<file path="config.mk">
export PLATFORM = sky130hd
export DESIGN_NAME = text_console_cursor_controller_flat
export DESIGN_NICKNAME = d
export VERILOG_FILES = /design/src/rtl/tccc_pkg.sv /design/src/rtl/tccc_in_if.sv /design/src/rtl/tccc_out_if.sv /design/src/rtl/tccc_regs.sv /design/src/rtl/tccc_front.sv /design/src/rtl/tccc_queue.sv /design/src/rtl/tccc_back.sv /design/src/rtl/text_console_cursor_controller.sv /design/src/flat_wrapper.sv
export VERILOG_INCLUDE_DIRS = /design/src /design/src/rtl
export SDC_FILE = /design/constraint.sdc
export NUM_CORES = 1
export LEC_CHECK = 0
export BUFFER_PORTS_ARGS = -buffer_cell sky130_fd_sc_hd__buf_2
export CAP_MARGIN = 20
export CORE_AREA = 2 2 237 239
export DETAILED_ROUTE_END_ITERATION = 8
export DIE_AREA = 0 0 239 241
export PLACE_DENSITY = 0.68
export SKIP_CTS_REPAIR_TIMING = 1
export SLEW_MARGIN = 20
export SYNTH_ARGS = -nofsm -noshare
export SYNTH_HDL_FRONTEND = slang
export SYNTH_HIERARCHICAL = 1
export SYNTH_SLANG_ARGS = --single-unit
</file>
<file path="constraint.sdc">
create_clock -name i_clk -period 18.6 [get_ports i_clk]
set_clock_uncertainty 0.15 [all_clocks]
set_input_delay 1.86 -clock i_clk [delete_from_list [all_inputs] [get_ports i_clk]]
set_output_delay 1.86 -clock i_clk [all_outputs]
set_load 0.01 [all_outputs]
</file>
<file path="src/rtl/text_console_cursor_controller_assert.svh">
// Assertion macros shared by the text console cursor controller modules
`ifndef TEXT_CONSOLE_CURSOR_CONTROLLER_ASSERT_SVH
`define TEXT_CONSOLE_CURSOR_CONTROLLER_ASSERT_SVH

// Same-cycle implication, checked on every rising edge out of reset
`define TCCC_ASSERT_IMP(name, clk, rst_n, ante, cons, msg) \
    name: assert property (@(posedge clk) disable iff (!rst_n) (ante) |-> (cons)) \
        else $error(msg);

// Next-cycle implication, checked on every rising edge out of reset
`define TCCC_ASSERT_NXT(name, clk, rst_n, ante, cons, msg) \
    name: assert property (@(posedge clk) disable iff (!rst_n) (ante) |=> (cons)) \
        else $error(msg);

`endif

</file>
<file path="src/rtl/tccc_pkg.sv">
// Package: types, constants and helpers of the text console cursor controller
`timescale 1ns / 1ps

package tccc_pkg;

    // Glyph cell size and text grid limits
    localparam int GLYPH_W  = 8;
    localparam int GLYPH_H  = 16;
    localparam int MAX_COLS = 256;
    localparam int MAX_ROWS = 128;

    // Field widths
    localparam int MODE_W  = 3;
    localparam int CHAR_W  = 8;
    localparam int COLOR_W = 32;
    localparam int CMD_W   = 3;
    localparam int PIX_W   = 13;
    localparam int CFG_W   = 12;
    localparam int RECT_W  = 12;
    localparam int ROW_W   = 7;
    localparam int COL_W   = 9;
    localparam int ROWS_W  = 8;

    // Configuration port
    localparam int ADDR_W  = 5;
    localparam int DATA_W  = 32;

    // Command queue between front and back
    localparam int Q_DEPTH = 2;
    localparam int PTR_W   = $clog2(Q_DEPTH);
    localparam int CNT_W   = $clog2(Q_DEPTH + 1);

    localparam logic [CHAR_W-1:0] NEWLINE_CODE = 8'd10;

    // Register reset values
    localparam logic [CFG_W-1:0]   AREA_W_RST = 12'd640;
    localparam logic [CFG_W-1:0]   AREA_H_RST = 12'd480;
    localparam logic [COLOR_W-1:0] INK_RST    = 32'hFFFF_FFFF;
    localparam logic [COLOR_W-1:0] PAPER_RST  = 32'h0000_0000;

    typedef enum logic [MODE_W-1:0] {
        MODE_PUT   = 3'd0,
        MODE_BKSP  = 3'd1,
        MODE_CLEAR = 3'd2,
        MODE_SHOW  = 3'd3,
        MODE_HIDE  = 3'd4
    } t_mode;

    typedef enum logic [CMD_W-1:0] {
        CMD_GLYPH  = 3'd0,
        CMD_FILL   = 3'd1,
        CMD_SCROLL = 3'd2,
        CMD_CURSOR = 3'd3,
        CMD_ERASE  = 3'd4
    } t_cmd;

    typedef enum logic [2:0] {
        REG_ORIGIN_X = 3'd0,
        REG_ORIGIN_Y = 3'd1,
        REG_AREA_W   = 3'd2,
        REG_AREA_H   = 3'd3,
        REG_INK      = 3'd4,
        REG_PAPER    = 3'd5
    } t_reg;

    // Kind of drawing operation queued by the front
    typedef enum logic [2:0] {
        OP_GLYPH,
        OP_CELL_FILL,
        OP_AREA_FILL,
        OP_SCROLL,
        OP_CURSOR,
        OP_ERASE
    } t_op_kind;

    typedef enum logic {
        PH_FIRST,
        PH_SECOND
    } t_bphase;

    typedef struct packed {
        t_op_kind         kind;
        logic [ROW_W-1:0] row;
        logic [COL_W-1:0] col;
    } t_op;

    // One classified input: one or two operations plus the cursor state after it
    typedef struct packed {
        logic               two;
        t_op                first;
        t_op                second;
        logic [CHAR_W-1:0]  glyph;
        logic [COLOR_W-1:0] fore;
        logic [ROW_W-1:0]   row_out;
        logic [COL_W-1:0]   col_out;
        logic               shown;
    } t_job;

    typedef struct packed {
        logic [CFG_W-1:0]   origin_x;
        logic [CFG_W-1:0]   origin_y;
        logic [CFG_W-1:0]   area_w;
        logic [CFG_W-1:0]   area_h;
        logic [COLOR_W-1:0] ink;
        logic [COLOR_W-1:0] paper;
        logic [COL_W-1:0]   cols;
        logic [ROWS_W-1:0]  rows;
    } t_cfg;

    // Column count of an area width, at least one, at most MAX_COLS
    function automatic logic [COL_W-1:0] col_count(input logic [CFG_W-1:0] w);
        logic [CFG_W-1:0] q;
        begin
            q = CFG_W'(w / GLYPH_W);
            if (q == '0) begin
                q = CFG_W'(1);
            end else if (q > CFG_W'(MAX_COLS)) begin
                q = CFG_W'(MAX_COLS);
            end
            return COL_W'(q);
        end
    endfunction

    // Row count of an area height, at least one, at most MAX_ROWS
    function automatic logic [ROWS_W-1:0] row_count(input logic [CFG_W-1:0] h);
        logic [CFG_W-1:0] q;
        begin
            q = CFG_W'(h / GLYPH_H);
            if (q == '0) begin
                q = CFG_W'(1);
            end else if (q > CFG_W'(MAX_ROWS)) begin
                q = CFG_W'(MAX_ROWS);
            end
            return ROWS_W'(q);
        end
    endfunction

endpackage

</file>
<file path="src/rtl/tccc_in_if.sv">
// Interface: console command channel
`timescale 1ns / 1ps

interface tccc_in_if;
    import tccc_pkg::*;

    logic               valid;
    logic               ready;
    logic [MODE_W-1:0]  mode;
    logic [CHAR_W-1:0]  char_code;
    logic               use_alt_color;
    logic [COLOR_W-1:0] alt_color;

    modport source (
        output valid, mode, char_code, use_alt_color, alt_color,
        input  ready
    );

    modport sink (
        input  valid, mode, char_code, use_alt_color, alt_color,
        output ready
    );
endinterface

</file>
<file path="src/rtl/tccc_out_if.sv">
// Interface: drawing command channel
`timescale 1ns / 1ps

interface tccc_out_if;
    import tccc_pkg::*;

    logic               valid;
    logic               ready;
    logic [CMD_W-1:0]   command;
    logic [PIX_W-1:0]   pixel_x;
    logic [PIX_W-1:0]   pixel_y;
    logic [RECT_W-1:0]  rect_w;
    logic [RECT_W-1:0]  rect_h;
    logic [CHAR_W-1:0]  glyph;
    logic [COLOR_W-1:0] fore_color;
    logic [COLOR_W-1:0] back_color;
    logic               last;
    logic [ROW_W-1:0]   cursor_row_out;
    logic [COL_W-1:0]   cursor_col_out;
    logic               cursor_shown;

    modport source (
        output valid, command, pixel_x, pixel_y, rect_w, rect_h, glyph,
               fore_color, back_color, last, cursor_row_out, cursor_col_out,
               cursor_shown,
        input  ready
    );

    modport sink (
        input  valid, command, pixel_x, pixel_y, rect_w, rect_h, glyph,
               fore_color, back_color, last, cursor_row_out, cursor_col_out,
               cursor_shown,
        output ready
    );
endinterface

</file>
<file path="src/rtl/tccc_regs.sv">
// Configuration registers behind the APB-style port, with derived grid size
`timescale 1ns / 1ps

module tccc_regs (
    input  logic                   i_clk,
    input  logic                   i_rst_n,
    input  logic                   psel,
    input  logic                   penable,
    input  logic                   pwrite,
    input  logic [tccc_pkg::ADDR_W-1:0] paddr,
    input  logic [tccc_pkg::DATA_W-1:0] pwdata,
    output logic [tccc_pkg::DATA_W-1:0] prdata,
    output logic                   pready,
    output tccc_pkg::t_cfg         o_cfg
);
    import tccc_pkg::*;

    t_cfg r_cfg;
    t_reg w_idx;
    logic w_wr;

    assign pready = 1'b1;
    assign w_idx  = t_reg'(paddr[ADDR_W-1:2]);
    assign w_wr   = psel && penable && pwrite && pready;
    assign o_cfg  = r_cfg;

    // Write registers; refresh column and row counts with the area size
    always_ff @(posedge i_clk) begin
        if (!i_rst_n) begin
            r_cfg.origin_x <= '0;
            r_cfg.origin_y <= '0;
            r_cfg.area_w   <= AREA_W_RST;
            r_cfg.area_h   <= AREA_H_RST;
            r_cfg.ink      <= INK_RST;
            r_cfg.paper    <= PAPER_RST;
            r_cfg.cols     <= col_count(AREA_W_RST);
            r_cfg.rows     <= row_count(AREA_H_RST);
        end else if (w_wr) begin
            unique case (w_idx)
                REG_ORIGIN_X: r_cfg.origin_x <= pwdata[CFG_W-1:0];
                REG_ORIGIN_Y: r_cfg.origin_y <= pwdata[CFG_W-1:0];
                REG_AREA_W: begin
                    r_cfg.area_w <= pwdata[CFG_W-1:0];
                    r_cfg.cols   <= col_count(pwdata[CFG_W-1:0]);
                end
                REG_AREA_H: begin
                    r_cfg.area_h <= pwdata[CFG_W-1:0];
                    r_cfg.rows   <= row_count(pwdata[CFG_W-1:0]);
                end
                REG_INK:   r_cfg.ink   <= pwdata;
                REG_PAPER: r_cfg.paper <= pwdata;
                default: ;
            endcase
        end
    end

    // Read back the addressed register
    always_comb begin
        unique case (w_idx)
            REG_ORIGIN_X: prdata = DATA_W'(r_cfg.origin_x);
            REG_ORIGIN_Y: prdata = DATA_W'(r_cfg.origin_y);
            REG_AREA_W:   prdata = DATA_W'(r_cfg.area_w);
            REG_AREA_H:   prdata = DATA_W'(r_cfg.area_h);
            REG_INK:      prdata = r_cfg.ink;
            REG_PAPER:    prdata = r_cfg.paper;
            default:      prdata = '0;
        endcase
    end

endmodule

</file>
<file path="src/rtl/tccc_front.sv">
// Front end: accepts console commands, updates the cursor and classifies the work
`timescale 1ns / 1ps

module tccc_front (
    input  logic           i_clk,
    input  logic           i_rst_n,
    tccc_in_if.sink        i_cmd,
    input  tccc_pkg::t_cfg i_cfg,
    input  logic           i_q_full,
    output logic           o_push,
    output tccc_pkg::t_job o_job
);
    import tccc_pkg::*;

    logic [ROW_W-1:0] r_row, n_row;
    logic [COL_W-1:0] r_col, n_col;
    logic             r_shown, n_shown;

    logic [ROW_W-1:0] w_row_c;
    logic [COL_W-1:0] w_col_c;
    logic             w_last_row;
    logic [ROW_W-1:0] w_g_row;
    logic [COL_W-1:0] w_g_col;
    logic             w_scroll;
    logic             w_has;
    logic             w_acc;
    t_job             w_job;

    assign i_cmd.ready = !i_q_full;
    assign w_acc       = i_cmd.valid && i_cmd.ready;
    assign o_push      = w_acc && w_has;
    assign o_job       = w_job;

    // Pull the cursor back inside a shrunk area
    always_comb begin
        w_row_c    = (ROWS_W'(r_row) >= i_cfg.rows) ? ROW_W'(i_cfg.rows - ROWS_W'(1)) : r_row;
        w_col_c    = (r_col > i_cfg.cols) ? i_cfg.cols : r_col;
        w_last_row = (ROWS_W'(w_row_c) == i_cfg.rows - ROWS_W'(1));
    end

    // Cell for a printable glyph, after any pending wrap
    always_comb begin
        w_g_row  = w_row_c;
        w_g_col  = w_col_c;
        w_scroll = 1'b0;
        if (w_col_c >= i_cfg.cols) begin
            w_g_col = '0;
            if (w_last_row) begin
                w_scroll = 1'b1;
            end else begin
                w_g_row = w_row_c + ROW_W'(1);
            end
        end
    end

    // Classify the command: operations to draw and the cursor state after it
    always_comb begin
        n_row   = w_row_c;
        n_col   = w_col_c;
        n_shown = r_shown;
        w_has   = 1'b0;
        w_job   = '0;
        unique case (t_mode'(i_cmd.mode))
            MODE_PUT: begin
                if (i_cmd.char_code == NEWLINE_CODE) begin
                    n_col = '0;
                    if (w_last_row) begin
                        w_has       = 1'b1;
                        w_job.first = '{kind: OP_SCROLL, row: '0, col: '0};
                    end else begin
                        n_row = w_row_c + ROW_W'(1);
                    end
                end else begin
                    w_has = 1'b1;
                    n_row = w_g_row;
                    n_col = w_g_col + COL_W'(1);
                    if (w_scroll) begin
                        w_job.two    = 1'b1;
                        w_job.first  = '{kind: OP_SCROLL, row: '0, col: '0};
                        w_job.second = '{kind: OP_GLYPH, row: w_g_row, col: w_g_col};
                    end else begin
                        w_job.first  = '{kind: OP_GLYPH, row: w_g_row, col: w_g_col};
                    end
                    w_job.glyph = i_cmd.char_code;
                    w_job.fore  = i_cmd.use_alt_color ? i_cmd.alt_color : i_cfg.ink;
                end
            end
            MODE_BKSP: begin
                w_has       = 1'b1;
                n_shown     = 1'b0;
                w_job.first = '{kind: OP_ERASE, row: w_row_c, col: w_col_c};
                if (w_col_c != '0) begin
                    n_col        = w_col_c - COL_W'(1);
                    w_job.two    = 1'b1;
                    w_job.second = '{kind: OP_CELL_FILL, row: w_row_c, col: n_col};
                end else if (w_row_c != '0) begin
                    n_row        = w_row_c - ROW_W'(1);
                    n_col        = i_cfg.cols - COL_W'(1);
                    w_job.two    = 1'b1;
                    w_job.second = '{kind: OP_CELL_FILL, row: n_row, col: n_col};
                end
            end
            MODE_CLEAR: begin
                w_has       = 1'b1;
                n_row       = '0;
                n_col       = '0;
                w_job.first = '{kind: OP_AREA_FILL, row: '0, col: '0};
            end
            MODE_SHOW: begin
                w_has       = 1'b1;
                n_shown     = 1'b1;
                w_job.first = '{kind: OP_CURSOR, row: w_row_c, col: w_col_c};
            end
            MODE_HIDE: begin
                w_has       = 1'b1;
                n_shown     = 1'b0;
                w_job.first = '{kind: OP_ERASE, row: w_row_c, col: w_col_c};
            end
            default: ;
        endcase
        w_job.row_out = n_row;
        w_job.col_out = n_col;
        w_job.shown   = n_shown;
    end

    // Commit the cursor state on every accepted beat
    always_ff @(posedge i_clk) begin
        if (!i_rst_n) begin
            r_row   <= '0;
            r_col   <= '0;
            r_shown <= 1'b0;
        end else if (w_acc) begin
            r_row   <= n_row;
            r_col   <= n_col;
            r_shown <= n_shown;
        end
    end

endmodule

</file>
<file path="src/rtl/tccc_queue.sv">
// Short job queue between the front and back ends
`timescale 1ns / 1ps
`include "text_console_cursor_controller_assert.svh"

module tccc_queue (
    input  logic           i_clk,
    input  logic           i_rst_n,
    input  logic           i_push,
    input  tccc_pkg::t_job i_data,
    input  logic           i_pop,
    output tccc_pkg::t_job o_data,
    output logic           o_valid,
    output logic           o_full
);
    import tccc_pkg::*;

    t_job             r_mem [Q_DEPTH];
    logic [PTR_W-1:0] r_wr_ptr, n_wr_ptr;
    logic [PTR_W-1:0] r_rd_ptr, n_rd_ptr;
    logic [CNT_W-1:0] r_count, n_count;

    assign o_data  = r_mem[r_rd_ptr];
    assign o_valid = (r_count != '0);
    assign o_full  = (r_count == CNT_W'(Q_DEPTH));

    // Advance pointers and occupancy
    always_comb begin
        n_wr_ptr = r_wr_ptr;
        n_rd_ptr = r_rd_ptr;
        n_count  = r_count;
        if (i_push) begin
            n_wr_ptr = (r_wr_ptr == PTR_W'(Q_DEPTH - 1)) ? '0 : r_wr_ptr + PTR_W'(1);
        end
        if (i_pop) begin
            n_rd_ptr = (r_rd_ptr == PTR_W'(Q_DEPTH - 1)) ? '0 : r_rd_ptr + PTR_W'(1);
        end
        if (i_push && !i_pop) begin
            n_count = r_count + CNT_W'(1);
        end else if (i_pop && !i_push) begin
            n_count = r_count - CNT_W'(1);
        end
    end

    always_ff @(posedge i_clk) begin
        if (!i_rst_n) begin
            r_wr_ptr <= '0;
            r_rd_ptr <= '0;
            r_count  <= '0;
        end else begin
            r_wr_ptr <= n_wr_ptr;
            r_rd_ptr <= n_rd_ptr;
            r_count  <= n_count;
        end
    end

    // Store the pushed job
    always_ff @(posedge i_clk) begin
        if (i_push) begin
            r_mem[r_wr_ptr] <= i_data;
        end
    end

    `TCCC_ASSERT_IMP(a_q_no_overflow, i_clk, i_rst_n, i_push, r_count != CNT_W'(Q_DEPTH), "push into a full job queue")
    `TCCC_ASSERT_IMP(a_q_no_underflow, i_clk, i_rst_n, i_pop, r_count != '0, "pop from an empty job queue")

endmodule

</file>
<file path="src/rtl/tccc_back.sv">
// Back end: expands queued jobs into drawing beats through an output register
`timescale 1ns / 1ps
`include "text_console_cursor_controller_assert.svh"

module tccc_back (
    input  logic           i_clk,
    input  logic           i_rst_n,
    input  tccc_pkg::t_cfg i_cfg,
    input  logic           i_q_valid,
    input  tccc_pkg::t_job i_job,
    output logic           o_pop,
    tccc_out_if.source     o_draw
);
    import tccc_pkg::*;

    t_bphase r_phase, n_phase;

    logic               r_valid;
    t_cmd               r_cmd, n_cmd;
    logic [PIX_W-1:0]   r_x, n_x;
    logic [PIX_W-1:0]   r_y, n_y;
    logic [RECT_W-1:0]  r_w, n_w;
    logic [RECT_W-1:0]  r_h, n_h;
    logic [CHAR_W-1:0]  r_glyph, n_glyph;
    logic [COLOR_W-1:0] r_fore, n_fore;
    logic [COLOR_W-1:0] r_back, n_back;
    logic               r_last;
    logic [ROW_W-1:0]   r_row;
    logic [COL_W-1:0]   r_col;
    logic               r_shown;

    t_op              w_op;
    logic             w_last;
    logic             w_load;
    logic             w_take;
    logic [PIX_W-1:0] w_cell_x;
    logic [PIX_W-1:0] w_cell_y;

    assign w_load = !r_valid || o_draw.ready;
    assign w_take = w_load && i_q_valid;
    assign w_op   = (r_phase == PH_SECOND) ? i_job.second : i_job.first;
    assign w_last = !i_job.two || (r_phase == PH_SECOND);

    // Pixel corner of the operation's cell
    assign w_cell_x = PIX_W'(i_cfg.origin_x) + PIX_W'(w_op.col) * PIX_W'(GLYPH_W);
    assign w_cell_y = PIX_W'(i_cfg.origin_y) + PIX_W'(w_op.row) * PIX_W'(GLYPH_H);

    // Step to the second operation of a two-beat job
    always_comb begin
        n_phase = r_phase;
        if (w_take) begin
            n_phase = w_last ? PH_FIRST : PH_SECOND;
        end
    end

    // Build the next beat and release the job on its final beat
    always_comb begin
        o_pop   = w_take && w_last;
        n_cmd   = CMD_GLYPH;
        n_x     = w_cell_x;
        n_y     = w_cell_y;
        n_w     = '0;
        n_h     = '0;
        n_glyph = '0;
        n_fore  = '0;
        n_back  = i_cfg.paper;
        unique case (w_op.kind)
            OP_GLYPH: begin
                n_cmd   = CMD_GLYPH;
                n_glyph = i_job.glyph;
                n_fore  = i_job.fore;
            end
            OP_CELL_FILL: begin
                n_cmd = CMD_FILL;
                n_w   = RECT_W'(GLYPH_W);
                n_h   = RECT_W'(GLYPH_H);
            end
            OP_AREA_FILL: begin
                n_cmd = CMD_FILL;
                n_x   = PIX_W'(i_cfg.origin_x);
                n_y   = PIX_W'(i_cfg.origin_y);
                n_w   = i_cfg.area_w;
                n_h   = i_cfg.area_h;
            end
            OP_SCROLL: begin
                n_cmd = CMD_SCROLL;
                n_x   = PIX_W'(i_cfg.origin_x);
                n_y   = PIX_W'(i_cfg.origin_y);
                n_w   = i_cfg.area_w;
                n_h   = i_cfg.area_h;
            end
            OP_CURSOR: begin
                n_cmd  = CMD_CURSOR;
                n_fore = i_cfg.ink;
                n_back = '0;
            end
            OP_ERASE: begin
                n_cmd = CMD_ERASE;
            end
            default: ;
        endcase
    end

    // Control: output valid and phase
    always_ff @(posedge i_clk) begin
        if (!i_rst_n) begin
            r_valid <= 1'b0;
            r_phase <= PH_FIRST;
        end else begin
            r_phase <= n_phase;
            if (w_load) begin
                r_valid <= i_q_valid;
            end
        end
    end

    // Output beat register; hold while the receiver stalls
    always_ff @(posedge i_clk) begin
        if (w_take) begin
            r_cmd   <= n_cmd;
            r_x     <= n_x;
            r_y     <= n_y;
            r_w     <= n_w;
            r_h     <= n_h;
            r_glyph <= n_glyph;
            r_fore  <= n_fore;
            r_back  <= n_back;
            r_last  <= w_last;
            r_row   <= i_job.row_out;
            r_col   <= i_job.col_out;
            r_shown <= i_job.shown;
        end
    end

    assign o_draw.valid          = r_valid;
    assign o_draw.command        = r_cmd;
    assign o_draw.pixel_x        = r_x;
    assign o_draw.pixel_y        = r_y;
    assign o_draw.rect_w         = r_w;
    assign o_draw.rect_h         = r_h;
    assign o_draw.glyph          = r_glyph;
    assign o_draw.fore_color     = r_fore;
    assign o_draw.back_color     = r_back;
    assign o_draw.last           = r_last;
    assign o_draw.cursor_row_out = r_row;
    assign o_draw.cursor_col_out = r_col;
    assign o_draw.cursor_shown   = r_shown;

    `TCCC_ASSERT_IMP(a_second_has_job, i_clk, i_rst_n, r_phase == PH_SECOND, i_q_valid && i_job.two, "second beat pending without a two-beat job")
    `TCCC_ASSERT_IMP(a_mid_beat_phase, i_clk, i_rst_n, r_valid && !r_last, r_phase == PH_SECOND, "non-final beat shown without its successor pending")

endmodule

</file>
<file path="src/rtl/text_console_cursor_controller.sv">
// Top level: text console cursor controller
`timescale 1ns / 1ps
// Text console cursor controller.
// i_cmd carries console commands (put character, backspace, clear, show and
// hide cursor); o_draw carries drawing beats (glyph, fill, scroll, cursor
// draw and erase), one to two per command, the final one flagged by last.
// Every beat carries the cursor row, column and shown flag after its command.
// Newline without scroll and unknown modes give no beat.
// Configuration goes through the APB-style port; write it only while idle.
// The first beat of a command passes through the job queue and then the back
// end's output register before it is shown. Throughput: one drawing beat per
// cycle out of the back end while the receiver does not stall; a one-beat
// command is taken every cycle, a two-beat job leaves the queue on its last beat.
// A two-entry job queue sits between front and back, so commands keep being
// accepted while the receiver stalls until that queue fills; then ready falls.
// Reset (synchronous, active low) homes and hides the cursor, empties the
// queue and restores the registers to their default values.
module text_console_cursor_controller (
    input  logic                        i_clk,
    input  logic                        i_rst_n,
    tccc_in_if.sink                     i_cmd,
    tccc_out_if.source                  o_draw,
    input  logic                        psel,
    input  logic                        penable,
    input  logic                        pwrite,
    input  logic [tccc_pkg::ADDR_W-1:0] paddr,
    input  logic [tccc_pkg::DATA_W-1:0] pwdata,
    output logic [tccc_pkg::DATA_W-1:0] prdata,
    output logic                        pready
);
    import tccc_pkg::*;

    t_cfg w_cfg;
    t_job w_push_job;
    t_job w_head_job;
    logic w_push;
    logic w_pop;
    logic w_q_valid;
    logic w_q_full;

    tccc_regs u_regs (
        .i_clk   (i_clk),
        .i_rst_n (i_rst_n),
        .psel    (psel),
        .penable (penable),
        .pwrite  (pwrite),
        .paddr   (paddr),
        .pwdata  (pwdata),
        .prdata  (prdata),
        .pready  (pready),
        .o_cfg   (w_cfg)
    );

    tccc_front u_front (
        .i_clk    (i_clk),
        .i_rst_n  (i_rst_n),
        .i_cmd    (i_cmd),
        .i_cfg    (w_cfg),
        .i_q_full (w_q_full),
        .o_push   (w_push),
        .o_job    (w_push_job)
    );

    tccc_queue u_queue (
        .i_clk   (i_clk),
        .i_rst_n (i_rst_n),
        .i_push  (w_push),
        .i_data  (w_push_job),
        .i_pop   (w_pop),
        .o_data  (w_head_job),
        .o_valid (w_q_valid),
        .o_full  (w_q_full)
    );

    tccc_back u_back (
        .i_clk     (i_clk),
        .i_rst_n   (i_rst_n),
        .i_cfg     (w_cfg),
        .i_q_valid (w_q_valid),
        .i_job     (w_head_job),
        .o_pop     (w_pop),
        .o_draw    (o_draw)
    );

endmodule
</file>
<file path="src/flat_wrapper.sv">
// flat-port wrapper written by rule: the top's interface ports become plain ports
module text_console_cursor_controller_flat import tccc_pkg::*;
  (i_clk, i_rst_n, psel, penable, pwrite, paddr, pwdata, prdata, pready, i_cmd_valid, i_cmd_mode, i_cmd_char_code, i_cmd_use_alt_color, i_cmd_alt_color, i_cmd_ready, o_draw_valid, o_draw_command, o_draw_pixel_x, o_draw_pixel_y, o_draw_rect_w, o_draw_rect_h, o_draw_glyph, o_draw_fore_color, o_draw_back_color, o_draw_last, o_draw_cursor_row_out, o_draw_cursor_col_out, o_draw_cursor_shown, o_draw_ready);
  tccc_in_if i_cmd_i ();
  tccc_out_if o_draw_i ();
  input  logic i_clk;
  input  logic i_rst_n;
  input  logic psel;
  input  logic penable;
  input  logic pwrite;
  input  logic [tccc_pkg::ADDR_W-1:0] paddr;
  input  logic [tccc_pkg::DATA_W-1:0] pwdata;
  output logic [tccc_pkg::DATA_W-1:0] prdata;
  output logic pready;
  input wire logic [$bits(i_cmd_i.valid)-1:0] i_cmd_valid;
  input wire logic [$bits(i_cmd_i.mode)-1:0] i_cmd_mode;
  input wire logic [$bits(i_cmd_i.char_code)-1:0] i_cmd_char_code;
  input wire logic [$bits(i_cmd_i.use_alt_color)-1:0] i_cmd_use_alt_color;
  input wire logic [$bits(i_cmd_i.alt_color)-1:0] i_cmd_alt_color;
  output wire logic [$bits(i_cmd_i.ready)-1:0] i_cmd_ready;
  output wire logic [$bits(o_draw_i.valid)-1:0] o_draw_valid;
  output wire logic [$bits(o_draw_i.command)-1:0] o_draw_command;
  output wire logic [$bits(o_draw_i.pixel_x)-1:0] o_draw_pixel_x;
  output wire logic [$bits(o_draw_i.pixel_y)-1:0] o_draw_pixel_y;
  output wire logic [$bits(o_draw_i.rect_w)-1:0] o_draw_rect_w;
  output wire logic [$bits(o_draw_i.rect_h)-1:0] o_draw_rect_h;
  output wire logic [$bits(o_draw_i.glyph)-1:0] o_draw_glyph;
  output wire logic [$bits(o_draw_i.fore_color)-1:0] o_draw_fore_color;
  output wire logic [$bits(o_draw_i.back_color)-1:0] o_draw_back_color;
  output wire logic [$bits(o_draw_i.last)-1:0] o_draw_last;
  output wire logic [$bits(o_draw_i.cursor_row_out)-1:0] o_draw_cursor_row_out;
  output wire logic [$bits(o_draw_i.cursor_col_out)-1:0] o_draw_cursor_col_out;
  output wire logic [$bits(o_draw_i.cursor_shown)-1:0] o_draw_cursor_shown;
  input wire logic [$bits(o_draw_i.ready)-1:0] o_draw_ready;
  assign i_cmd_i.valid = i_cmd_valid;
  assign i_cmd_i.mode = i_cmd_mode;
  assign i_cmd_i.char_code = i_cmd_char_code;
  assign i_cmd_i.use_alt_color = i_cmd_use_alt_color;
  assign i_cmd_i.alt_color = i_cmd_alt_color;
  assign i_cmd_ready = i_cmd_i.ready;
  assign o_draw_valid = o_draw_i.valid;
  assign o_draw_command = o_draw_i.command;
  assign o_draw_pixel_x = o_draw_i.pixel_x;
  assign o_draw_pixel_y = o_draw_i.pixel_y;
  assign o_draw_rect_w = o_draw_i.rect_w;
  assign o_draw_rect_h = o_draw_i.rect_h;
  assign o_draw_glyph = o_draw_i.glyph;
  assign o_draw_fore_color = o_draw_i.fore_color;
  assign o_draw_back_color = o_draw_i.back_color;
  assign o_draw_last = o_draw_i.last;
  assign o_draw_cursor_row_out = o_draw_i.cursor_row_out;
  assign o_draw_cursor_col_out = o_draw_i.cursor_col_out;
  assign o_draw_cursor_shown = o_draw_i.cursor_shown;
  assign o_draw_i.ready = o_draw_ready;
  text_console_cursor_controller u_core (.i_clk(i_clk), .i_rst_n(i_rst_n), .i_cmd(i_cmd_i), .o_draw(o_draw_i), .psel(psel), .penable(penable), .pwrite(pwrite), .paddr(paddr), .pwdata(pwdata), .prdata(prdata), .pready(pready));
endmodule
</file>
==> impl_metrics.toml <==
[route]
first_pass_iters = 6
post_drt_via_cell_ratio = 6.058
drt-total-wl_mm = 73.31
via_count = 19070
drtIter0Drc = 2097
drc = 0
wl_per_cell_um = 23.29
ant_nets = 0

[min_path]
min_path_cells = 0
min_from = "u_core/u_regs/o_cfg[119]"
hold_end = "u_core/u_back/o_draw.pixel_x[2]"
hold_class = "flip-flop to flip-flop"

[logic_synthesis]
synth_common_cells = "edfxtp_1 (335), a21oi_1 (161), dfxtp_1 (153)"
ys_seq_area_share_pct = 53.30
synth_top_area_share_pct = 40.86
yosysWarnings = 6
synthTopCellsByArea = "edfxtp_1 (41%), dfxtp_1 (12%), mux2_2 (3.7%)"
ys_ff_latch = 488
yosysUniqueCellTypes = 91
netlist.top_cell.by_area = "edfxtp_1"
syn_area_per_cell_um2 = 11.02
syn_area_mm2 = 0.02462
synth_flop_cell = "edfxtp_1"
synth_cells = 2234
synthArstFlopShare_pct = 0
yosysMostFrequentCell = "edfxtp_1"
synth_edf_count = 335

[critical_path]
path_common_cell = "a21oi_1"
required_ns = 18.70
r2r_start = "u_core/u_regs/o_cfg[14]"
critPathSlowestCell = "nand2_1"
crit_path_start = "u_core/u_regs/o_cfg[14]"
worstSetupEndpointType = "flip-flop"
cp.arrival_ns = 7.10
path_cells = "inv_1, ha_1, a21oi_1, o21ai_1, a2bb2oi_1, nand2_1, a21oi_1, ha_1, nand3_1, or4_1, a21oi_1, o21a_1, nor2_1, o21ai_0, nand3_1"
r2r-end = "u_core/u_queue/r_mem[1][2]"
crit_family = "compound AO/OA/AOI/OAI gates"
reg2reg_depth = 15
crit_path_max_fanout = 22
cp_num_buf_inv = 1
critPathMaxStageDelay_ns = 0.71
start_kind = "flip-flop"
worstSetupPathType = "flip-flop to flip-flop"
ff2ff_setup_slack_ns = 11.60

[clocking]
insertion_delay_ns = 0.61
cts.path.max_buffers = 3
cts_made_buffers = 53
cts-root-buf = "clkbuf_16"
cts_htree_levels = 2
tritoncts = "yes"
clkTransAtPathRegs_ns = 0.06
cts_sinks = 488

[global_routing]
grt_usage_pct = 24.53
grt_max_degree = 79
antenna_found_initial = 6
grt_pass1_vias = 17980
grt_pass1_wl_mm = 108.6
overflow = 0

[finish]
drive_gt1_share_pct = 21.84
fin_area_mm2 = 0.02787
fin_nets = 2535
syn_to_final_growth_pct = 13.20
fillers = 4862

[floorplanning]
die_w_um = 239
rows = 86
pin_count = 266
die_h_um = 241
dieArea_mm2 = 0.05760
initial_core_util_pct = 44.86
core_area_mm2 = 0.05488

[power]
power_density_mw_per_mm2 = 139.4
leakagePower_nw = 10.59
peakVddDrop_v = 0.0001005
power_mw = 3.886

[sta]
fmax_mhz = 142.9
rsz0062_at_grt = "no"
min_period_ns = 6.998
fin_ws_ns = 11.60
slew_headroom_pct = 24.38
tns_ns = 0
hold_viol = 0
fin_hold_ws_ns = 0.3176
setup_viol = 0
fin_crit_sh_pct = 37.62
worst_pin_slew_ns = 1.134
slew_viol_final = 0

[place]
hpwl_mm = 48.84
place_congestion = 0.9129
port_buffers = 262
placed_cell_area_mm2 = 0.02613
pre_cts_slack_ns = 11.79

[outcome]
outcome = "finished, final reports clean"

[run]
drv_cap = 0
==> power breakdown <==
group | switching, mW | internal, mW | leakage (nW)
logic | 0.810 | 0.461 | 5.31
clock network | 0.440 | 0.597 | 0.840
registers | 0.105 | 1.47 | 4.45
==> registers in the layout (all words and copies together), names as in the netlist, 12 cells and up, named ones only <==
signal and flops:
u_core/u_back/o_draw.pixel_y 13, u_core/u_back/o_draw.back_color 32, u_core/u_back/o_draw.rect_h 12, u_core/u_back/o_draw.rect_w 12, u_core/u_regs/o_cfg 129, u_core/u_back/o_draw.fore_color 32, u_core/u_queue/r_mem 192, u_core/u_back/o_draw.pixel_x 13
==> metrics by stage <==
stage               cells  utilization (%)
finish               3148            50.78
global route         3145            50.77
CTS                  3143            50.74
detailed placement   3043            47.62
global placement     3043            47.62
floorplan            2235                -
==> cells by family (layout without fill, tap and decap cells) <==
family                   after synthesis  after routing  share of synthesized area, %
adder cells (fa/ha/maj)               52             52                         2.704
AO/OA/AOI/OAI                        557            557                         14.19
XOR/XNOR                              47             47                         1.728
flip-flops                           488            488                         53.30
multiplexers                         211            211                         10.02
AND/OR/NAND/NOR                      633            633                         13.17
buffers and inverters                244            449                         4.859
other                                  2              7                       0.03051
==> per-layer routing <==
layer,vias to the layer above,wire length (um),global-route usage (%)
li1,8726,-,-
met1,9347,29420,31.98
met2,825,35580,41.18
met3,165,5573,4.095
met4,8,2688,9.072
met5,-,56,0
==> placed cells by master, fill, tap and decap left out, types with 13 or more instances in the layout <==
master	count
xor2_1	13
nand2_1	145
clkbuf_1	16
o21ai_0	141
ha_1	50
inv_1	52
a211oi_1	19
mux2_2	80
edfxtp_1	335
xnor2_1	33
a21oi_1	161
nor3_1	37
nand3_1	49
buf_4	31
clkbuf_16	54
nor4_1	42
a31oi_1	49
buf_2	261
o21a_1	13
and3_1	13
nor2b_1	16
nand4_1	68
o31ai_1	60
dfxtp_1	152
mux2i_1	85
and2_1	71
nor2_1	126
mux2_4	40
==> how the worst max path moves through the flow <==
| stage | to | slack (ns) | cells past startpoint |
|---|---|---|---|
| floorplan | u_core/u_queue/r_mem[0][0] | 10.78 | 6 |
| global placement | u_core/u_queue/r_mem[0][2] | 11.82 | 15 |
| detailed placement | u_core/u_queue/r_mem[0][2] | 11.79 | 15 |
| CTS | u_core/u_queue/r_mem[1][2] | 11.77 | 15 |
| global route | u_core/u_queue/r_mem[1][2] | 11.28 | 15 |
| finish | u_core/u_queue/r_mem[1][2] | 11.60 | 15 |
==> final cells by class <==
cell class	instances	area, um2	share of cell area (%)
diodes	4	10.01	0.03592
clock buffers	78	1521	5.460
clock inverters	22	195.2	0.7004
inverters	56	215.2	0.7722
multi-input cells	1503	10370	37.22
flip-flops and latches	488	13130	47.10
well taps	704	880.8	3.161
repair buffers	293	1546	5.549
(Power assumes the default switching activity.)
